File: config.mk
export PLATFORM = sky130hd
export DESIGN_NAME = packed_id_table_swap_remove_unit
export DESIGN_NICKNAME = d
export VERILOG_FILES = /design/src/rtl/core/pitsr_pkg.sv /design/src/rtl/core/packed_id_table_swap_remove_unit.sv
export SDC_FILE = /design/constraint.sdc
export NUM_CORES = 2
export LEC_CHECK = 0
export BUFFER_PORTS_ARGS = -buffer_cell sky130_fd_sc_hd__buf_2
export CAP_MARGIN = 25
export CORE_ASPECT_RATIO = 1.5
export CORE_MARGIN = 1
export CORE_UTILIZATION = 50
export DETAILED_ROUTE_END_ITERATION = 10
export HOLD_SLACK_MARGIN = 0.1
export PLACE_DENSITY_LB_ADDON = 0.25
export SKIP_CTS_REPAIR_TIMING = 1
export SLEW_MARGIN = 0
export SYNTH_ARGS = -nofsm -noshare
export SYNTH_HDL_FRONTEND = slang
export SYNTH_SLANG_ARGS = --single-unit
File: constraint.sdc
create_clock -name clk -period 46.1 [get_ports clk]
set_clock_uncertainty 0.15 [all_clocks]
set_input_delay 6.915 -clock clk [delete_from_list [all_inputs] [get_ports clk]]
set_output_delay 6.915 -clock clk [all_outputs]
set_load 0.02 [all_outputs]
File: src/rtl/core/pitsr_pkg.sv
// pitsr_pkg: shared constants for the packed id table with swap-on-remove.
// Action and status codes, default sizes. No dependencies.
`timescale 1ns / 1ps

package pitsr_pkg;

  // Default table sizes
  localparam int PITSR_MAX_ENTRIES = 64;
  localparam int PITSR_ID_SPACE    = 256;

  // Fixed field widths
  localparam int ACTION_W = 2;
  localparam int STATUS_W = 2;

  // Action codes (any other code behaves as a lookup)
  localparam logic [ACTION_W-1:0] ACT_ADD    = 2'd0;
  localparam logic [ACTION_W-1:0] ACT_REMOVE = 2'd1;
  localparam logic [ACTION_W-1:0] ACT_LOOKUP = 2'd2;

  // Status codes
  localparam logic [STATUS_W-1:0] ST_OK      = 2'd0;
  localparam logic [STATUS_W-1:0] ST_UNKNOWN = 2'd1;
  localparam logic [STATUS_W-1:0] ST_PRESENT = 2'd2;
  localparam logic [STATUS_W-1:0] ST_FULL    = 2'd3;

endpackage

File: src/rtl/core/packed_id_table_swap_remove_unit.sv
// Channel  | Ports                                   | Direction | Handshake
// ---------+-----------------------------------------+-----------+-------------------------
// command  | in_action, in_entity_id                 | in        | start && !busy
// result   | out_status, out_slot, out_moved,        | out       | out_valid, one cycle,
//          | out_moved_id, out_entry_count, out_nonempty          no back-pressure
//
// Each command has an accept step and an execute step: the accept edge issues reads
// of the id-to-slot memory and of the last packed slot; the next edge writes both
// memories back (busy high) and registers the result, shown for one cycle with out_valid.
// A new command can be accepted in the same cycle its predecessor's result shows.
// The single read-modify-write pass over the two memories sets this rate.
// Reset clears the presence bits and the count at once; no clearing pass.
//
// Packed id table with swap-on-remove: top level. Depends on pitsr_pkg.
`timescale 1ns / 1ps

module packed_id_table_swap_remove_unit
  import pitsr_pkg::*;
#(
  parameter int MAX_ENTRIES = PITSR_MAX_ENTRIES,
  parameter int ID_SPACE    = PITSR_ID_SPACE
) (
  input  logic                             clk,
  input  logic                             rst_n,
  input  logic                             start,
  output logic                             busy,
  input  logic [ACTION_W-1:0]              in_action,
  input  logic [$clog2(ID_SPACE)-1:0]      in_entity_id,
  output logic                             out_valid,
  output logic [STATUS_W-1:0]              out_status,
  output logic [$clog2(MAX_ENTRIES)-1:0]   out_slot,
  output logic                             out_moved,
  output logic [$clog2(ID_SPACE)-1:0]      out_moved_id,
  output logic [$clog2(MAX_ENTRIES+1)-1:0] out_entry_count,
  output logic                             out_nonempty
);

  localparam int ID_W   = $clog2(ID_SPACE);
  localparam int SLOT_W = $clog2(MAX_ENTRIES);
  localparam int CNT_W  = $clog2(MAX_ENTRIES + 1);

  localparam logic S_IDLE = 1'b0;
  localparam logic S_EXEC = 1'b1;

  // Sequencer and latched command
  logic                state_r, state_nxt;
  logic [ACTION_W-1:0] action_r;
  logic [ID_W-1:0]     id_r;
  logic                known_r;
  logic                accept;

  // Table state
  logic [SLOT_W-1:0]   slot_mem [ID_SPACE];
  logic [ID_W-1:0]     id_mem   [MAX_ENTRIES];
  logic [ID_SPACE-1:0] present_r;
  logic [CNT_W-1:0]    count_r, count_nxt;

  // Registered read data
  logic [SLOT_W-1:0]   slot_rd_r;
  logic [ID_W-1:0]     last_id_rd_r;

  // Write-back controls
  logic                slot_we;
  logic [ID_W-1:0]     slot_wa;
  logic [SLOT_W-1:0]   slot_wd;
  logic                id_we;
  logic [SLOT_W-1:0]   id_wa;
  logic [ID_W-1:0]     id_wd;
  logic                pres_set, pres_clr;

  // Result next values
  logic                out_valid_r;
  logic [STATUS_W-1:0] status_nxt, status_r;
  logic [SLOT_W-1:0]   slot_nxt, slot_r;
  logic                moved_nxt, moved_r;
  logic [ID_W-1:0]     moved_id_nxt, moved_id_r;

  logic                id_in_range;
  logic [CNT_W-1:0]    last_cnt;
  logic [SLOT_W-1:0]   last_slot;

  assign busy        = (state_r == S_EXEC);
  assign accept      = start && !busy;
  assign id_in_range = ({1'b0, in_entity_id} < (ID_W + 1)'(ID_SPACE));
  assign last_cnt    = count_r - CNT_W'(1);
  assign last_slot   = last_cnt[SLOT_W-1:0];

  // Sequencer
  always_comb begin
    state_nxt = state_r;
    unique case (state_r)
      S_IDLE:  if (accept) state_nxt = S_EXEC;
      S_EXEC:  state_nxt = S_IDLE;
      default: state_nxt = S_IDLE;
    endcase
  end

  always_ff @(posedge clk) begin
    if (!rst_n) begin
      state_r <= S_IDLE;
    end else begin
      state_r <= state_nxt;
    end
  end

  // Command latch; presence is sampled from flops at accept
  always_ff @(posedge clk) begin
    if (accept) begin
      action_r <= in_action;
      id_r     <= in_entity_id;
      known_r  <= id_in_range && present_r[in_entity_id];
    end
  end

  // Id-to-slot memory: one read at accept, one write in the execute cycle
  always_ff @(posedge clk) begin
    if (slot_we) slot_mem[slot_wa] <= slot_wd;
    if (accept)  slot_rd_r <= slot_mem[in_entity_id];
  end

  // Packed id memory: read the last occupied slot at accept
  always_ff @(posedge clk) begin
    if (id_we)  id_mem[id_wa] <= id_wd;
    if (accept) last_id_rd_r <= id_mem[last_slot];
  end

  // Execute: decide the result and the write-back
  always_comb begin
    status_nxt   = ST_OK;
    slot_nxt     = '0;
    moved_nxt    = 1'b0;
    moved_id_nxt = '0;
    count_nxt    = count_r;
    slot_we      = 1'b0;
    slot_wa      = id_r;
    slot_wd      = count_r[SLOT_W-1:0];
    id_we        = 1'b0;
    id_wa        = count_r[SLOT_W-1:0];
    id_wd        = id_r;
    pres_set     = 1'b0;
    pres_clr     = 1'b0;
    case (action_r)
      ACT_ADD: begin
        if (known_r) begin
          status_nxt = ST_PRESENT;
          slot_nxt   = slot_rd_r;
        end else if (count_r == CNT_W'(MAX_ENTRIES)) begin
          status_nxt = ST_FULL;
        end else begin
          slot_nxt  = count_r[SLOT_W-1:0];
          slot_we   = 1'b1;
          id_we     = 1'b1;
          pres_set  = 1'b1;
          count_nxt = count_r + CNT_W'(1);
        end
      end
      ACT_REMOVE: begin
        if (!known_r || count_r == '0) begin
          status_nxt = ST_UNKNOWN;
        end else begin
          slot_nxt  = slot_rd_r;
          pres_clr  = 1'b1;
          count_nxt = last_cnt;
          // swap the last entry into the freed slot
          if (slot_rd_r != last_slot) begin
            moved_nxt    = 1'b1;
            moved_id_nxt = last_id_rd_r;
            id_we        = 1'b1;
            id_wa        = slot_rd_r;
            id_wd        = last_id_rd_r;
            slot_we      = 1'b1;
            slot_wa      = last_id_rd_r;
            slot_wd      = slot_rd_r;
          end
        end
      end
      default: begin
        if (!known_r || count_r == '0) begin
          status_nxt = ST_UNKNOWN;
        end else begin
          slot_nxt = slot_rd_r;
        end
      end
    endcase
    if (!busy) begin
      slot_we  = 1'b0;
      id_we    = 1'b0;
      pres_set = 1'b0;
      pres_clr = 1'b0;
      count_nxt = count_r;
    end
  end

  // Presence bits and count
  always_ff @(posedge clk) begin
    if (!rst_n) begin
      present_r <= '0;
      count_r   <= '0;
    end else begin
      count_r <= count_nxt;
      if (pres_set) present_r[id_r] <= 1'b1;
      if (pres_clr) present_r[id_r] <= 1'b0;
    end
  end

  // Result beat register
  always_ff @(posedge clk) begin
    if (!rst_n) begin
      out_valid_r <= 1'b0;
    end else begin
      out_valid_r <= busy;
    end
  end

  always_ff @(posedge clk) begin
    if (busy) begin
      status_r   <= status_nxt;
      slot_r     <= slot_nxt;
      moved_r    <= moved_nxt;
      moved_id_r <= moved_id_nxt;
    end
  end

  assign out_valid       = out_valid_r;
  assign out_status      = status_r;
  assign out_slot        = slot_r;
  assign out_moved       = moved_r;
  assign out_moved_id    = moved_id_r;
  assign out_entry_count = count_r;
  assign out_nonempty    = (count_r != '0);

endmodule

==> impl_results.md <==
- Final period util: 25.9%
- FF-to-FF setup slack: 38.85 ns
- Gpl congestion: 0.892
- Final Util: 55.9%
- Root Buffer: clkbuf_16
- CTS sink count: 2355
- FF-to-FF Start: out_entry_count[0]$_SDFFE_PN0P_
- Vias per Instance: roughly 6.4
- DP HPWL: roughly 150000 microns
- Worst hold slack: 0.312 ns
- DRC viols: 0
- R2R depth: 13
- Max incr delay on CP: around 0.89 ns
- Layout net count: between 5000 and 6000
- Clock Latency Late Sink: between 0.8 and 0.9 ns
- Global Route Usage Sum: 25.7%
- Total Neg Setup Slack: 0 ns
- Cell area after synthesis: between 0.09 and 0.1 sq mm
- Number of buffers inserted by port buffering: 39
- Clk slew on worst S/H paths: around 0.060 ns
- Critical Path End Type: flop
- Measured slew at the worst slew-check pin: between 1 and 1.5 ns
- CP max-delay cell: buf_4
- Worst EP arrival: about 12 ns
- CP Launch Type: primary input
- Kind of critical path: in -> reg
- Die ar.: about 0.19 sq mm
- Dpl cell area: between 0.09 and 0.1 sq mm
- CTS max path bufs: 4
- Slew Limit Fails: 0
- DR pass1 iterations: 6
- Initial Util: approximately 50%
- Synth Flop Type: edfxtp_1
- Cells after synthesis: between 5000 and 6000
- Reg2reg end: id_mem[59][5]$_DFFE_PP_
- Register area share after synthesis: between 70 and 80%
- CTS tree: built
- Antenna violations before repair: 7
- Share of cells above drive strength 1: 18.7%
- ANT nets after route: 0
- RSZ-0062 raised after global routing: no
- DRT iter0 DRCs: approximately 5800
- Max_cap viols: 0
- Most frequent CP cell: buf_4
- Period minus WS final: around 12 ns
- Leakage: between 30 and 40 nW
- Fmax: ~84 MHz
- Number of global-route vias before repair: 52200
- Global route total overflow: 0
- Setup crit start: in_entity_id[0]
- Power Dens Cells: ~42 mW/mm^2
- Final Cell Area: around 0.10 sq mm
- Crit path max fanout: 60
- Die H: about 530 microns
- Synth Register Bits: ~2400
- First-pass GRT wire length: 357000 microns
- YS warnings: 0
- Critical path required time: between 40 and 50 ns
- Area grow syn2layout: 10.9%
- Final setup viols: 0
- Headroom to the max-slew limit: a little under a fifth
- Core ar.: around 0.19 sq mm
- Avg Cell Area, Syn: roughly 17 sq um
- Per-cell routed wire length: ~30 microns
- Ys async rst share: 0%
- Crit-path cells: buf_8 -> buf_4 -> buf_4 -> buf_4 -> buf_4 -> buf_16 -> mux2i_1 -> a22oi_1 -> nand3_1 -> nand2_1 -> or4_1 -> nand3_1 -> a311oi_1
- Status: completed
- TritonCTS buffer count: 214
- Final Hold Viols: 0
- Post-synth EDFFs: ~2100
- Number of core rows: slightly below 200
- Worst Hold Class: reg -> reg
- IO Pins: 40
- Via count: about 52000
- Largest net degree at the start of global routing: approximately 160
- Die width: 356 microns
- Crit path capture: slot_rd_r[2]$_DFFE_PP_
- Synth unique cells: ~70
- VDD IR max: roughly 0.035 mV
- Final wirelength: roughly 240000 microns
- Syn_nets: approximately 5500
- H-tree levels: 4
## cells in the mapped netlist (7+ instances only)
library cell  instances  area share (%)
a21o_1                7           0.056
a21oi_1             262             1.4
a22oi_1             102            0.81
a311o_1               7           0.074
a311oi_1              7           0.065
a31oi_1              56            0.37
a31oi_2              12            0.16
and2_1               19            0.13
buf_1                27            0.11
buf_2                93            0.49
buf_4                34            0.27
clkbuf_1            206            0.82
dfxtp_1             265             5.6
edfxtp_1           2090              67
inv_1                11           0.044
mux2i_1             346             3.7
mux4_2              491              12
nand2_1             114            0.45
nand2b_1             20            0.13
nand3_1              72            0.38
nand3_2               7           0.074
nor2_1              643             2.6
nor2b_1              28            0.19
nor3_1               48            0.26
nor4_1               10           0.066
o211ai_1              7           0.056
o21ai_0             282             1.5
o221ai_1             54            0.50
o22ai_1              42            0.28
or3_1                13           0.086
or4_1                 7           0.056
xnor2_1               8           0.074
## logic make-up after synthesis
kind of cell | Yosys count | share of synthesized area [%]
AOI/OAI and AO/OA | 878 | 5.63
DFF | 2355 | 72.3
xor gates and xnor gates | 14 | 0.173
adders and majority gates | 3 | 0.0399
buffers and inverters | 378 | 1.78
muxes | 843 | 15.6
and+or+nand+nor | 1001 | 4.55
## critical path, delay by kind of cell
family / cells / cell delay, ns
mux: 1 / 0.25
compound gates: 2 / 0.19
simple gates: 4 / 0.95
buf+inv: 6 / 3.78
## layer usage
| metal | share of wire, % | routed length (microns) | track usage, % | vias to the layer above |
|---|---|---|---|---|
| li1 | - | - | - | 21900 |
| met1 | 36 | 88100 | 31.6 | 26700 |
| met2 | 52 | 128000 | 44.8 | 2418 |
| met3 | 6.6 | 16200 | 3.34 | 599 |
| met4 | 5.3 | 13000 | 12.5 | 4 |
| met5 | 0.0094 | 23 | 0 | - |
## cells in the final DEF (no fill, tap or decap), drive strengths merged, types with 7 or more instances in the layout
master / count
a21o: 7
a21oi: 262
a22oi: 102
a311o: 7
a311oi: 7
a31oi: 68
and2: 19
buf: 174
bufinv: 31
clkbuf: 257
clkinv: 80
clkinvlp: 18
dfxtp: 265
diode: 8
edfxtp: 2090
inv: 17
mux2i: 351
mux4: 491
nand2: 118
nand2b: 20
nand3: 79
nor2: 643
nor2b: 28
nor3: 49
nor4: 11
o211ai: 7
o21ai: 282
o221ai: 54
o22ai: 42
or3: 13
or4: 7
xnor2: 10
## how the worst min path moves through the flow
stage | startpoint | cells after the start | to
5_1_grt | present_r[42]$_SDFF_PN0_ | 2 | present_r[42]$_SDFF_PN0_
2_1_floorplan | present_r[10]$_SDFF_PN0_ | 2 | present_r[10]$_SDFF_PN0_
3_5_place_dp | present_r[186]$_SDFF_PN0_ | 2 | present_r[186]$_SDFF_PN0_
6_report | present_r[42]$_SDFF_PN0_ | 2 | present_r[42]$_SDFF_PN0_
3_3_place_gp | present_r[206]$_SDFF_PN0_ | 2 | present_r[206]$_SDFF_PN0_
4_1_cts | present_r[42]$_SDFF_PN0_ | 2 | present_r[42]$_SDFF_PN0_
## power by group
group	switching [mW]	internal [mW]
clock network	0.777	1.04
registers	0.00755	2.31
logic	0.127	0.0684
total	0.911	3.42
## layout make-up
class                   instances  area, sq um
diodes                          8         20.0
clock inverters               129         1450
inverters                      17         98.8
well taps                    2450         3070
repair buffers                175         1470
flip-flops and latches       2355        68100
clock buffers                 256         5650
fillers                     14000        82200
multi-input cells            2739        24600
## state kept, by name, indices dropped and copies added (netlist names)
register / cells
out_status: 2
id_mem: 512
out_valid: 1
known_r: 1
out_moved_id: 8
slot_rd_r: 6
out_slot: 6
action_r: 2
out_entry_count: 7
last_id_rd_r: 8
busy: 1
out_moved: 1
slot_mem: 1536
id_r: 8
present_r: 256
## stage by stage
step           total power [mW]  worst slack (ns)  std cells
6_report                   4.33             34.17       8129
4_1_cts                    4.35             33.89       8107
3_5_place_dp               2.56             33.02       7722
5_1_grt                    4.43             33.78       8122
3_3_place_gp               2.55             33.14       7709
2_1_floorplan              2.49             30.52       5472
Power figures use the tool's default switching activity.
